`src/rtl/jfhs_pkg.sv`:
```
// Package for the JPEG frame header scanner: parse phases, status codes, marker constants.
`default_nettype none

package jfhs_pkg;

  // Parse phase of the byte scanner
  typedef enum logic [3:0] {
    PH_SOI0   = 4'd0,
    PH_SOI1   = 4'd1,
    PH_SCAN   = 4'd2,
    PH_MARK   = 4'd3,
    PH_SOF_LH = 4'd4,
    PH_SOF_LL = 4'd5,
    PH_SOF_P  = 4'd6,
    PH_SOF_HH = 4'd7,
    PH_SOF_HL = 4'd8,
    PH_SOF_WH = 4'd9,
    PH_SOF_WL = 4'd10,
    PH_SOF_NC = 4'd11,
    PH_SEG_LH = 4'd12,
    PH_SEG_LL = 4'd13,
    PH_SKIP   = 4'd14
  } phase_t;

  // Result status codes
  typedef enum logic [1:0] {
    ST_FOUND   = 2'd0,
    ST_SHORT   = 2'd1,
    ST_CORRUPT = 2'd2
  } status_t;

  // Outcome of a marker code byte
  typedef struct packed {
    phase_t phase;
    logic   corrupt;
  } mark_res_t;

  localparam logic [7:0]  MK_PREFIX    = 8'hff;
  localparam logic [7:0]  MK_SOI       = 8'hd8;
  localparam logic [7:0]  MK_RST_MASK  = 8'hf8;
  localparam logic [7:0]  MK_RST_BASE  = 8'hd0;
  localparam logic [7:0]  MK_EOI       = 8'hd9;
  localparam logic [7:0]  MK_SOF0      = 8'hc0;
  localparam logic [7:0]  MK_SOF1      = 8'hc1;
  localparam logic [7:0]  MK_SOS       = 8'hda;
  localparam logic [7:0]  MK_STUFF_MAX = 8'h01;
  localparam logic [7:0]  PREC_8       = 8'd8;
  localparam logic [7:0]  PREC_12      = 8'd12;
  localparam logic [31:0] MIN_BUF_LEN  = 32'd10;
  localparam logic [15:0] SOF_MIN_LEN  = 16'd11;

endpackage

`default_nettype wire

```
`src/rtl/jpeg_frame_header_scanner.sv`:
```
// Top level of the JPEG frame header scanner: byte parser with registered result.
//
// Usage: load cfg_wr_data through cfg_wr_en with the byte count of the next
// buffer while the block is idle, then stream the buffer one byte per
// transaction on the in_ channel (in_last_byte marks the final byte). The
// block gives one transaction on the out_ channel per buffer: header found
// with height, width, components and precision, buffer too small, or corrupt.
// Bytes after the result, up to the buffer end, are consumed and dropped.
// Throughput: one byte per cycle; the parse step, including a two-byte
// replay of SOF length bytes, is done in the same cycle as the byte.
// The result is in the output register in the cycle after the byte
// that decides it. The output register frees the input side: a new byte is
// taken while the register is empty or being read in the same cycle. When
// the receiver stalls with a result pending, in_ready drops until it is read.
// Reset (rst_n low, synchronous) clears the buffer length to zero, the scan
// state to the start of a buffer and empties the output register.
`default_nettype none

module jpeg_frame_header_scanner (
  input  wire logic        clk,
  input  wire logic        rst_n,
  // configuration
  input  wire logic        cfg_wr_en,
  input  wire logic [31:0] cfg_wr_data,
  // byte input
  input  wire logic        in_valid,
  output logic             in_ready,
  input  wire logic [7:0]  in_data_byte,
  input  wire logic        in_last_byte,
  // result output
  output logic             out_valid,
  input  wire logic        out_ready,
  output logic [1:0]       out_status,
  output logic [15:0]      out_height,
  output logic [15:0]      out_width,
  output logic [7:0]       out_components,
  output logic             out_twelve_bit
);

  // State registers
  logic [31:0]          buf_len_r;
  logic [31:0]          pos_r, pos_nxt;
  jfhs_pkg::phase_t     phase_r, phase_nxt;
  logic [15:0]          skip_r, skip_nxt;
  logic [15:0]          seg_len_r, seg_len_nxt;
  logic [7:0]           rep0_r, rep0_nxt;
  logic [15:0]          height_r, height_nxt;
  logic [15:0]          width_r, width_nxt;
  logic                 done_r, done_nxt;

  // Output register
  logic                 out_valid_r, out_valid_nxt;
  jfhs_pkg::status_t    out_status_r, out_status_nxt;
  logic [15:0]          out_height_r, out_height_nxt;
  logic [15:0]          out_width_r, out_width_nxt;
  logic [7:0]           out_comp_r, out_comp_nxt;
  logic                 out_twelve_r, out_twelve_nxt;

  logic                 in_fire;
  logic                 buf_end;
  logic                 ev_valid;
  jfhs_pkg::status_t    ev_status;
  logic                 ev_twelve;
  jfhs_pkg::phase_t     step_phase;
  logic [15:0]          sz;
  logic [9:0]           comp_len;
  jfhs_pkg::mark_res_t  mk;

  // Marker code handling after a 0xff prefix
  function automatic jfhs_pkg::mark_res_t mark_step(input logic [7:0] b,
                                                    input logic [31:0] pos,
                                                    input logic [31:0] len);
    jfhs_pkg::mark_res_t r;
    r.phase   = jfhs_pkg::PH_SCAN;
    r.corrupt = 1'b0;
    if (((b & jfhs_pkg::MK_RST_MASK) == jfhs_pkg::MK_RST_BASE) ||
        (b == jfhs_pkg::MK_EOI) || (b <= jfhs_pkg::MK_STUFF_MAX)) begin
      r.phase = jfhs_pkg::PH_SCAN;
    end else if ((b == jfhs_pkg::MK_SOF0) || (b == jfhs_pkg::MK_SOF1)) begin
      r.phase = (({2'b0, pos} + 34'd2) >= {2'b0, len}) ? jfhs_pkg::PH_SCAN
                                                       : jfhs_pkg::PH_SOF_LH;
    end else if (b == jfhs_pkg::MK_SOS) begin
      r.corrupt = 1'b1;
    end else begin
      r.phase = (({2'b0, pos} + 34'd3) >= {2'b0, len}) ? jfhs_pkg::PH_SCAN
                                                       : jfhs_pkg::PH_SEG_LH;
    end
    return r;
  endfunction

  assign in_ready = !out_valid_r || out_ready;
  assign in_fire  = in_valid && in_ready;

  assign buf_end  = in_last_byte || (({1'b0, pos_r} + 33'd1) >= {1'b0, buf_len_r});
  assign sz       = {rep0_r, in_data_byte};
  assign comp_len = {in_data_byte, 1'b0} + {2'b0, in_data_byte} + 10'd8;
  assign mk       = mark_step(in_data_byte, pos_r, buf_len_r);

  // Parse step for one byte, including replay of SOF length bytes
  always_comb begin
    step_phase  = phase_r;
    skip_nxt    = skip_r;
    seg_len_nxt = seg_len_r;
    rep0_nxt    = rep0_r;
    height_nxt  = height_r;
    width_nxt   = width_r;
    ev_valid    = 1'b0;
    ev_status   = jfhs_pkg::ST_CORRUPT;
    ev_twelve   = 1'b0;
    case (phase_r)
      jfhs_pkg::PH_SOI0: begin
        if (buf_len_r < jfhs_pkg::MIN_BUF_LEN) begin
          ev_valid  = 1'b1;
          ev_status = jfhs_pkg::ST_SHORT;
        end else if (in_data_byte != jfhs_pkg::MK_PREFIX) begin
          ev_valid = 1'b1;
        end else begin
          step_phase = jfhs_pkg::PH_SOI1;
        end
      end
      jfhs_pkg::PH_SOI1: begin
        if (in_data_byte != jfhs_pkg::MK_SOI) ev_valid = 1'b1;
        else step_phase = jfhs_pkg::PH_SCAN;
      end
      jfhs_pkg::PH_SCAN: begin
        if (in_data_byte == jfhs_pkg::MK_PREFIX) step_phase = jfhs_pkg::PH_MARK;
      end
      jfhs_pkg::PH_MARK: begin
        step_phase = mk.phase;
        ev_valid   = mk.corrupt;
      end
      jfhs_pkg::PH_SOF_LH: begin
        rep0_nxt   = in_data_byte;
        step_phase = jfhs_pkg::PH_SOF_LL;
      end
      jfhs_pkg::PH_SOF_LL: begin
        seg_len_nxt = sz;
        if (({2'b0, pos_r} + {18'b0, sz}) >= ({2'b0, buf_len_r} + 34'd1)) begin
          // Segment runs past the end: rescan both length bytes
          if (rep0_r == jfhs_pkg::MK_PREFIX) begin
            step_phase = mk.phase;
            ev_valid   = mk.corrupt;
          end else begin
            step_phase = (in_data_byte == jfhs_pkg::MK_PREFIX) ? jfhs_pkg::PH_MARK
                                                              : jfhs_pkg::PH_SCAN;
          end
        end else if (sz < jfhs_pkg::SOF_MIN_LEN) begin
          ev_valid = 1'b1;
        end else begin
          step_phase = jfhs_pkg::PH_SOF_P;
        end
      end
      jfhs_pkg::PH_SOF_P: begin
        rep0_nxt   = in_data_byte;
        step_phase = jfhs_pkg::PH_SOF_HH;
      end
      jfhs_pkg::PH_SOF_HH: begin
        height_nxt = {in_data_byte, 8'h00};
        step_phase = jfhs_pkg::PH_SOF_HL;
      end
      jfhs_pkg::PH_SOF_HL: begin
        height_nxt = {height_r[15:8], in_data_byte};
        step_phase = jfhs_pkg::PH_SOF_WH;
      end
      jfhs_pkg::PH_SOF_WH: begin
        width_nxt  = {in_data_byte, 8'h00};
        step_phase = jfhs_pkg::PH_SOF_WL;
      end
      jfhs_pkg::PH_SOF_WL: begin
        width_nxt  = {width_r[15:8], in_data_byte};
        step_phase = jfhs_pkg::PH_SOF_NC;
      end
      jfhs_pkg::PH_SOF_NC: begin
        ev_valid = 1'b1;
        if ((comp_len == seg_len_r[9:0]) && (seg_len_r[15:10] == 6'd0) &&
            ((rep0_r == jfhs_pkg::PREC_8) || (rep0_r == jfhs_pkg::PREC_12))) begin
          ev_status = jfhs_pkg::ST_FOUND;
          ev_twelve = (rep0_r == jfhs_pkg::PREC_12);
        end
      end
      jfhs_pkg::PH_SEG_LH: begin
        rep0_nxt   = in_data_byte;
        step_phase = jfhs_pkg::PH_SEG_LL;
      end
      jfhs_pkg::PH_SEG_LL: begin
        // Lengths 0..2 replay bytes that leave the scan where it is
        seg_len_nxt = sz;
        step_phase  = jfhs_pkg::PH_SCAN;
        if (sz > 16'd2) begin
          skip_nxt   = sz - 16'd2;
          step_phase = jfhs_pkg::PH_SKIP;
        end
      end
      jfhs_pkg::PH_SKIP: begin
        skip_nxt = skip_r - 16'd1;
        if (skip_r == 16'd1) step_phase = jfhs_pkg::PH_SCAN;
      end
      default: begin
        step_phase = jfhs_pkg::PH_SCAN;
      end
    endcase
  end

  // Buffer bookkeeping and result capture
  always_comb begin
    pos_nxt        = pos_r;
    phase_nxt      = phase_r;
    done_nxt       = done_r;
    out_valid_nxt  = out_valid_r && !out_ready;
    out_status_nxt = out_status_r;
    out_height_nxt = out_height_r;
    out_width_nxt  = out_width_r;
    out_comp_nxt   = out_comp_r;
    out_twelve_nxt = out_twelve_r;
    if (in_fire) begin
      if (!done_r) begin
        phase_nxt = step_phase;
        if (ev_valid || buf_end) begin
          done_nxt       = 1'b1;
          out_valid_nxt  = 1'b1;
          out_status_nxt = ev_valid ? ev_status : jfhs_pkg::ST_SHORT;
          if (ev_valid && (ev_status == jfhs_pkg::ST_FOUND)) begin
            out_height_nxt = height_r;
            out_width_nxt  = width_r;
            out_comp_nxt   = in_data_byte;
            out_twelve_nxt = ev_twelve;
          end else begin
            out_height_nxt = 16'd0;
            out_width_nxt  = 16'd0;
            out_comp_nxt   = 8'd0;
            out_twelve_nxt = 1'b0;
          end
        end
      end
      if (buf_end) begin
        pos_nxt   = 32'd0;
        phase_nxt = jfhs_pkg::PH_SOI0;
        done_nxt  = 1'b0;
      end else begin
        pos_nxt = pos_r + 32'd1;
      end
    end
  end

  // Control registers
  always_ff @(posedge clk) begin
    if (!rst_n) begin
      buf_len_r   <= 32'd0;
      pos_r       <= 32'd0;
      phase_r     <= jfhs_pkg::PH_SOI0;
      done_r      <= 1'b0;
      out_valid_r <= 1'b0;
    end else begin
      if (cfg_wr_en) buf_len_r <= cfg_wr_data;
      pos_r       <= pos_nxt;
      phase_r     <= phase_nxt;
      done_r      <= done_nxt;
      out_valid_r <= out_valid_nxt;
    end
  end

  // Payload registers
  always_ff @(posedge clk) begin
    if (in_fire && !done_r) begin
      skip_r    <= skip_nxt;
      seg_len_r <= seg_len_nxt;
      rep0_r    <= rep0_nxt;
      height_r  <= height_nxt;
      width_r   <= width_nxt;
    end
    out_status_r <= out_status_nxt;
    out_height_r <= out_height_nxt;
    out_width_r  <= out_width_nxt;
    out_comp_r   <= out_comp_nxt;
    out_twelve_r <= out_twelve_nxt;
  end

  assign out_valid      = out_valid_r;
  assign out_status     = out_status_r;
  assign out_height     = out_height_r;
  assign out_width      = out_width_r;
  assign out_components = out_comp_r;
  assign out_twelve_bit = out_twelve_r;

endmodule

`default_nettype wire

```
`config.mk`:
```
export PLATFORM = sky130hd
export DESIGN_NAME = jpeg_frame_header_scanner
export DESIGN_NICKNAME = d
export VERILOG_FILES = /design/src/rtl/jfhs_pkg.sv /design/src/rtl/jpeg_frame_header_scanner.sv
export SDC_FILE = /design/constraint.sdc
export NUM_CORES = 1
export LEC_CHECK = 0
export BUFFER_PORTS_ARGS = -buffer_cell sky130_fd_sc_hd__buf_4
export CELL_PAD_IN_SITES_DETAIL_PLACEMENT = 0
export CELL_PAD_IN_SITES_GLOBAL_PLACEMENT = 1
export CORE_ASPECT_RATIO = 1.2
export CORE_MARGIN = 2
export CORE_UTILIZATION = 44
export CTS_CLUSTER_DIAMETER = 60
export DETAILED_ROUTE_END_ITERATION = 8
export PLACE_DENSITY_LB_ADDON = 0.12
export SETUP_SLACK_MARGIN = 0.3
export SLEW_MARGIN = 10
export SYNTH_ARGS = -nofsm -noshare
export SYNTH_HDL_FRONTEND = slang
export SYNTH_SLANG_ARGS = --single-unit
export TNS_END_PERCENT = 50
```
`constraint.sdc`:
```
create_clock -name clk -period 7.4 [get_ports clk]
set_clock_uncertainty 0.2 [all_clocks]
set_input_delay 1.11 -clock clk [delete_from_list [all_inputs] [get_ports clk]]
set_output_delay 1.11 -clock clk [all_outputs]
set_load 0.1 [all_outputs]
```
==> run metrics, run 1 <==
Maximum Capacitance Violations 0; Die ar. 34,200 um2; later-pin clock latency in the skew report 0.48 ns; DRT Pass-1 Iters 5; r2r worst-path depth 22; hold_sp height_r[15]$_DFFE_PP_; Place WS 0.374 ns; Core Box Area 32,300 um2; reg2reg end out_twelve_bit$_SDFFCE_PN0P_; mean post-synth cell area 9.11 um2; GR Overflow Total 0; total track usage 0.263; cts hold-fix bufs 0; Worst R2R Start pos_r[0]$_SDFFE_PN0P_; H-tree depth 4; post-layout util 0.496; vias in the first global route 11.8k; synth top area cells edfxtp_1 (24%), ha_1 (16%), dfxtp_1 (9.7%); Mapped Area 14,400 um2; Layout Nets 1,870; number of synthesized flops with an enable pin 115; CTS tree built; CTS buffer count 17; setup TNS 0 ns; initial core utilization 0.447; Sink Count 185; commonest non-fill, non-tap cell in the layout nor2_1; DRC errors left 0; hold endpoint out_height[15]$_SDFFCE_PN0P_; Net Sw Frac 0.325; Layout area overhead 11.0%; register share of total power 0.448; Post-DP HPWL 33.9 mm; buffer depth of the longest clock path 2; Synth warnings 0; clock slew seen by the registers of the worst setup and hold paths 0.08 ns; sequential share of the synthesized area 0.337; CP startpoint kind input port; worst hold-check path type reg -> reg; Crit Path Class in -> reg; Post-CTS Setup Inserts 0; Worst Hold Path Cells 1; Psw 0.827 mW; unrepaired setup endpoints after global routing false; n_diodes 0; setup violators final 0; maximum clock rate 0.151 GHz; r2r setup slk 1.08 ns; cell count after synthesis 1,581; post-route ant nets 0; Final WS setup 0.794 ns; Tmin final 6.61 ns; starting DRC count in detailed routing 797; Avg Vias per Cell 5.79; Async SR Flop Fraction 0; Die Span Y 202 um; library cells used by synthesis 73; Worst VDD drop 0.117 mV; global-route wire length before repair 68.7 mm; # rows 72; Slew Limit Fails 0; WL per Instance 21.4 um; Via Count 11.9k; Worst Tran Pin Value 1.06 ns; period utilization 0.893; CP Data Required Time 7.36 ns; crit path DAT 6.57 ns; cells resized by post-CTS repair 0; WHS 0.319 ns; CP endpoint kind flop; CTS Root Cell clkbuf_16; final WL 44.1 mm; PD cells 159 nW/um2; Int Power 1.71 mW; Placer Congestion 0.937; run status complete, no violations; Top FF cell, synth edfxtp_1; Slew HR 0.291; initial antenna violation count 0; post-synth net total 1,808; top-area cell type share of the netlist area 0.240; critical path fanouts, max 44; clock share of power 0.376; # port buffers 90; Die X 169 um; top-level I/O count 91; most frequent cells in the layout nor2_1 (188), ha_1 (179), nand2_1 (118), xnor2_1 (118), edfxtp_1 (115); static leakage 6.67 nW; layout cell share with drive strength beyond 1 0.0960; Synth Register Bits 185; combinational share of power 0.176; leading area contributor after synthesis edfxtp_1; largest net degree at the start of global routing 45; final hold viol count 0
==> cell type report <==
type,instances,area (um2)
clock buffers,17,425
clock inverters,15,180
fillers,3151,16300
inverters,67,251
multi-input cells,1260,8910
flip-flops and latches,185,4850
well taps,407,509
repair buffers,112,853
==> critical path, cell delays in order <==
cell and delay (ns):
buf_4 0.15, ha_1 0.23, fa_1 0.41, a21o_1 0.17, a21oi_1 0.26, o21ai_0 0.12, a21boi_0 0.30, o21ai_0 0.27
a211o_1 0.34, a21oi_1 0.41, nor2_1 0.11, xor2_1 0.16, ha_1 0.34, nand4_2 0.15, nor4_2 0.36, a221oi_1 0.12
nor3b_1 0.19, o221a_4 0.28, o31a_1 0.29, o31a_1 0.35, a21oi_4 0.19, buf_12 0.26
==> through the flow <==
step           cells  area [um2]  power, mW
2_1_floorplan   1581       14400       1.46
3_3_place_gp    2031       15400       1.60
3_5_place_dp    2031       15400       1.61
4_1_cts         2063       16000       2.55
5_1_grt         2063       16000       2.63
6_report        2063       16000       2.54
==> cell families after synthesis <==
kind of cell / synth area share
AND/OR/NAND/NOR: 0.212
AO/OA/AOI/OAI: 0.109
XOR/XNOR: 0.114
flip-flops: 0.337
adder cells (fa/ha/maj): 0.158
buffers and inverters: 0.0466
multiplexers: 0.0229
==> sequential cells by signal (all words and copies together), names as in the netlist, 4 cells and up <==
| signal | count |
|---|---|
| pos_r | 32 |
| out_width | 16 |
| out_components | 8 |
| skip_r | 16 |
| height_r | 16 |
| seg_len_r | 16 |
| rep0_r | 8 |
| phase_r | 4 |
| buf_len_r | 32 |
| out_height | 16 |
| width_r | 16 |
==> synth_stat cells (15+ instances only) <==
cell and n:
clkbuf_1 29, nand2b_1 15, a21o_1 24, ha_1 179, nand4_1 39, and2_1 36
dfxtp_1 70, mux2i_1 33, xor2_1 69, a21oi_1 93, nand2_1 118, and3_1 18
nor3_1 41, nor4_1 42, xnor2_1 118, edfxtp_1 115, inv_1 64, nand3_1 56
o21ai_0 36, nor2_1 188
==> routing by layer <==
layer | wire (um) | share of wire | up-vias | track usage
met4 | 1610 | 0.036 | 0 | 0.110
li1 | - | - | 5804 | -
met2 | 22000 | 0.50 | 359 | 0.456
met1 | 18600 | 0.42 | 5704 | 0.328
met3 | 1910 | 0.043 | 82 | 0.0352
met5 | 0 | 0 | - | 0
==> worst max-delay path by stage <==
stage	start	slack [ns]	cells past startpoint	endpoint
floorplan	in_data_byte[0]	0.70	20	out_components[0]$_SDFFCE_PN0P_
global placement	in_data_byte[0]	0.49	22	out_components[3]$_SDFFCE_PN0P_
detailed placement	in_data_byte[0]	0.37	22	out_components[3]$_SDFFCE_PN0P_
CTS	in_data_byte[0]	0.85	22	out_twelve_bit$_SDFFCE_PN0P_
global route	in_data_byte[0]	0.45	22	out_components[3]$_SDFFCE_PN0P_
finish	in_data_byte[0]	0.79	22	out_twelve_bit$_SDFFCE_PN0P_
==> power by group through the flow <==
stage	Sequential, mW	Combinational [mW]	Clock [mW]
after floorplan	1.25	0.209	0
final	1.14	0.446	0.955
after global routing	1.14	0.480	1.01
after global placement	1.16	0.439	0
after detailed placement	1.16	0.444	0
after CTS	1.14	0.446	0.969
Power figures use the tool's default switching activity.
==> inputs of run 2 (changes only) <==
- ABC_AREA: default -> 1
- CORE_UTILIZATION: 44 -> 42
==> run metrics, run 2 <==
placed inst area 15,800 um2; starting DRC count in detailed routing 801; global-route wire length before repair 79.0 mm; period utilization 0.785; met2 Use GR 0.521; cts hold-fix bufs 0; total track usage 0.291; crit path DAT 5.72 ns; synth top area cells edfxtp_1 (24%), ha_1 (15%), dfxtp_1 (9.5%); # port buffers 90; vias in the first global route 13.3k; WL per Instance 21.2 um; # rows 75; leading area contributor after synthesis edfxtp_1; Mapped Area 14,700 um2; unrepaired setup endpoints after global routing false; Synth Register Bits 185; PD cells 157 nW/um2; library cells used by synthesis 55; CP endpoint kind flop; number of synthesized flops with an enable pin 115; Post-CTS Setup Inserts 0; cells resized by post-CTS repair 0; Top FF cell, synth edfxtp_1; n_diodes 0; PnR Total Power 2.59 mW; Largest regs buf_len_r: 32 flops, pos_r: 32 flops; Slew Limit Fails 0; synth cell count leaders nand2_1 (320), nor2_1 (249), inv_1 (241), ha_1 (179), a21oi_1 (169); DRC errors left 0; CTS buffer count 17; Die ar. 36,500 um2; CTS tree built; GR peak layer met2; grt met3 use 0.0331; top-count cell post-synth nand2_1; Crit-path slowest cell a21boi_1; cell count after synthesis 1,911; Die X 175 um; post-route ant nets 0; post-synth net total 2,138; later-pin clock latency in the skew report 0.47 ns; top-area cell type share of the netlist area 0.235; Worst VDD drop 0.155 mV; GRT met1 Usage 0.330; most frequent cells in the layout nand2_1 (319), nor2_1 (249), inv_1 (241), ha_1 (179), a21oi_1 (169); Largest stage delay, worst path 0.51 ns; Tmin final 5.81 ns; Final Cell Area 16,500 um2; H-tree depth 4; Sink Count 185; critical path fanouts, max 43; setup TNS 0 ns; buffer depth of the longest clock path 2; Layout area overhead 12.2%; Avg Vias per Cell 5.42; clock slew seen by the registers of the worst setup and hold paths 0.09 ns; DRT Pass-1 Iters 6; delay-heaviest family, CP compound AO/OA/AOI/OAI gates; sequential share of the synthesized area 0.331; layout cell share with drive strength beyond 1 0.0779; worst hold-check path type reg -> reg; Worst Tran Pin Value 1.18 ns; Post-DP HPWL 42.0 mm; commonest non-fill, non-tap cell in the layout nand2_1; Async SR Flop Fraction 0; Layout Nets 2,217; run status complete, no violations; initial core utilization 0.423; Core Box Area 34,700 um2; maximum clock rate 0.172 GHz; Synth warnings 0; Maximum Capacitance Violations 0; Die Span Y 209 um; Crit Path Class in -> reg; final WL 52.3 mm; Placer Congestion 0.977; CP startpoint kind input port; final hold viol count 0; top-level I/O count 91; Critical path buffers and inverters 3; CP Data Required Time 7.31 ns; GR Overflow Total 0; static leakage 7.27 nW; critical path cell sequence buf_4 -> ha_1 -> fa_1 -> a21oi_1 -> o21ai_0 -> a21boi_1 -> o21bai_1 -> a21boi_1 -> nor3_1 -> nand2_1 -> xor2_1 -> ha_1 -> nand4_1 -> nor2_1 -> and3_1 -> nand3b_1 -> nand3_1 -> nand4_1 -> nand3_1 -> o21ai_0 -> inv_1 -> buf_4; initial antenna violation count 0; setup violators final 0; fill count 3,560; Slew HR 0.208; CTS Root Cell clkbuf_16; Via Count 13.4k; largest net degree at the start of global routing 65; mean post-synth cell area 7.68 um2
-- run 2: cell types whose count changed after synthesis, sizes merged, moves of 16 or more --
cell / before / now
nand2: 118 / 323
xor2: 69 / 137
xnor2: 118 / 15
nor4: 43 / 26
a21o: 24 / 3
and3: 19 / 3
mux2i: 33 / 1
buf: 36 / 16
nand3: 56 / 82
and2: 36 / 0
inv: 64 / 244
nor2: 188 / 252
o21ai: 37 / 83
a21oi: 93 / 169
-- run 2: layer usage --
metal  up-vias  share of wire  wire length (um)
li1       6596              -                 -
met1      6225           0.40             20900
met2       404           0.49             25900
met3       125          0.040              2100
met4         0          0.065              3400
met5         -              0                 0
-- run 2: worst paths after layout --
kind / from / cells past startpoint / slack (ns) / endpoint
worst max register to register: pos_r[12]$_SDFFE_PN0P_ / 16 / 1.60 / out_width[1]$_SDFFCE_PN0P_
worst min register to register: done_r$_SDFFE_PN0P_ / 2 / 0.33 / done_r$_SDFFE_PN0P_
worst min-delay path: done_r$_SDFFE_PN0P_ / 2 / 0.33 / done_r$_SDFFE_PN0P_
worst max-delay path: in_data_byte[0] / 22 / 1.59 / out_width[1]$_SDFFCE_PN0P_
-- run 2: area by class of cell --
cell class	count	area [um2]	share of cell area
clock buffers	17	425	0.0258
repair buffers	103	773	0.0469
flip-flops and latches	185	4850	0.295
inverters	253	951	0.0577
clock inverters	15	204	0.0124
well taps	462	578	0.0351
multi-input cells	1430	8690	0.527
-- run 2: logic make-up after synthesis --
logic type	synth area share
adders and majority gates	0.155
xor gates and xnor gates	0.0907
buffers and inverters	0.0785
AOI/OAI and AO/OA	0.108
and+or+nand+nor	0.237
DFF	0.331
muxes	0.000682
-- run 2: report_power, final --
group | switching, mW | leakage [nW] | total, mW | internal, mW
Sequential | 0.0185 | 1.66 | 1.13 | 1.12
Combinational | 0.342 | 5.32 | 0.468 | 0.126
Clock | 0.515 | 0.302 | 0.987 | 0.472
Total | 0.876 | 7.27 | 2.59 | 1.71
-- run 2: worst min-delay path: stages (launching register included) --
cell     delay [ns]
dfxtp_1        0.37
a21oi_1        0.05
nor2_1         0.07
-- run 2: through the flow --
stage                     setup WS [ns]  cells  hold WS [ns]  utilization
after floorplan                    1.68   1911         0.259            -
after global placement             1.21   2433         0.302        0.456
after detailed placement           1.15   2433         0.304        0.456
after CTS                          1.62   2465         0.328        0.475
after global routing              0.980   2465         0.352        0.475
final                              1.59   2465         0.328        0.475
==> inputs of run 3 (changes only) <==
- clock period: 7.4 -> 5.2 ns (I/O delays scaled with it)
==> run metrics, run 3 (synthesis gave the netlist of run 2 again) <==
Worst Tran Pin Value 1.10 ns; Slew Limit Fails 0; Final Non-Filler Cells 2,560; n_diodes 0; CTS buffer count 17; setup TNS 0 ns; r2r worst-path depth 28; r2r setup slk 0.40 ns; DRC errors left 0; layout cell share with drive strength beyond 1 0.136; initial antenna violation count 0; H-tree depth 4; crit path DAT 4.82 ns; fill count 3,553; register area 4860 um2; Crit-path slowest cell dfxtp_2; Worst Hold Path Cells 2; PnR Total Power 3.73 mW; Largest stage delay, worst path 0.37 ns; CTS Root Cell clkbuf_16; vias in the first global route 13.4k; final hold viol count 0; Tmin final 4.80 ns; top-level I/O count 91; starting DRC count in detailed routing 806; Die ar. 36,500 um2; # rows 75; Post-DP HPWL 42.9 mm; # port buffers 90; Maximum Capacitance Violations 0; CP Data Required Time 5.22 ns; Die X 175 um; final WL 53.4 mm; maximum clock rate 0.208 GHz; global-route wire length before repair 79.5 mm; Crit Path Class reg -> reg; Place WS -0.0713 ns; initial core utilization 0.423; Core Box Area 34,700 um2; Final WS setup 0.401 ns; Largest regs buf_len_r: 32 flops, pos_r: 32 flops; Die Span Y 209 um; largest net degree at the start of global routing 44; Via Count 13.7k; critical path fanouts, max 7; Avg Vias per Cell 5.35; CTS tree built; unrepaired setup endpoints after global routing true; WL per Instance 20.9 um; Slew HR 0.260; buffer depth of the longest clock path 2; Sink Count 185; setup violators final 0; commonest non-fill, non-tap cell in the layout nand2_1; hold_sp pos_r[30]$_SDFFE_PN0P_; CP endpoint kind flop; WHS 0.322 ns; placed inst area 16,500 um2; Worst R2R Start buf_len_r[1]$_SDFFE_PN0P_; Top cell by count, worst path nand3_2; post-layout util 0.503; DRT Pass-1 Iters 5; GR Overflow Total 0; Layout area overhead 19.0%; static leakage 7.82 nW; period utilization 0.923; post-route ant nets 0; Placed Cells 2,510; total track usage 0.292; Worst VDD drop 0.191 mV; Layout Nets 2,312; footprint of the multi-input gates 8860 um2; PD cells 213 nW/um2; CP startpoint kind flop; run status complete, no violations; CP startpoint buf_len_r[1]$_SDFFE_PN0P_; most frequent cells in the layout nand2_1 (319), nor2_1 (243), inv_1 (240), buf_4 (189), ha_1 (177); Final Cell Area 17,500 um2; later-pin clock latency in the skew report 0.46 ns; worst hold-check path type reg -> reg; clock slew seen by the registers of the worst setup and hold paths 0.09 ns; Placer Congestion 0.958
## run 3: path summary, 6_finish.rpt
kind,end
setup / recovery,out_components[5]$_SDFFCE_PN0P_
hold / removal,pos_r[30]$_SDFFE_PN0P_
setup reg to reg,out_components[5]$_SDFFCE_PN0P_
hold reg to reg,pos_r[30]$_SDFFE_PN0P_
## run 3: worst max-delay path: cells and delay by family, from the launching register on
| family | cells | cell delay (ns) |
|---|---|---|
| adders and majority gates | 2 | 0.46 |
| AOI/OAI and AO/OA | 6 | 0.94 |
| buffers and inverters | 4 | 0.60 |
| and+or+nand+nor | 16 | 1.98 |
| DFF | 1 | 0.37 |
## run 3: final cells by class
type | instances | share of cell area
Multi-Input combinational cell | 1430 | 0.507
Sequential cell | 185 | 0.278
Tap cell | 462 | 0.0331
Clock inverter | 14 | 0.0111
Clock buffer | 18 | 0.0246
Inverter | 253 | 0.0546
Timing Repair Buffer | 198 | 0.0911
## run 3: where the power goes
part	switching (mW)	internal (mW)
clock	0.696	0.702
sequential	0.0270	1.59
combinational	0.494	0.222
total	1.22	2.51
## run 3: routing by layer
layer  routed length, um  GRT usage  vias to the layer above
met5                   0          0                        -
met4                2890      0.147                        0
met3                2100     0.0287                       99
met2               26400      0.517                      374
met1               22000      0.350                     6430
li1                    -          -                     6785
## run 3: repair_timing
item,4_1_cts,5_1_grt
hold buffers,0,0
cloned,0,6
resized for setup,2,32
endpoints found under the setup margin,43,51
pin swaps,1,19
setup buffers,1,11
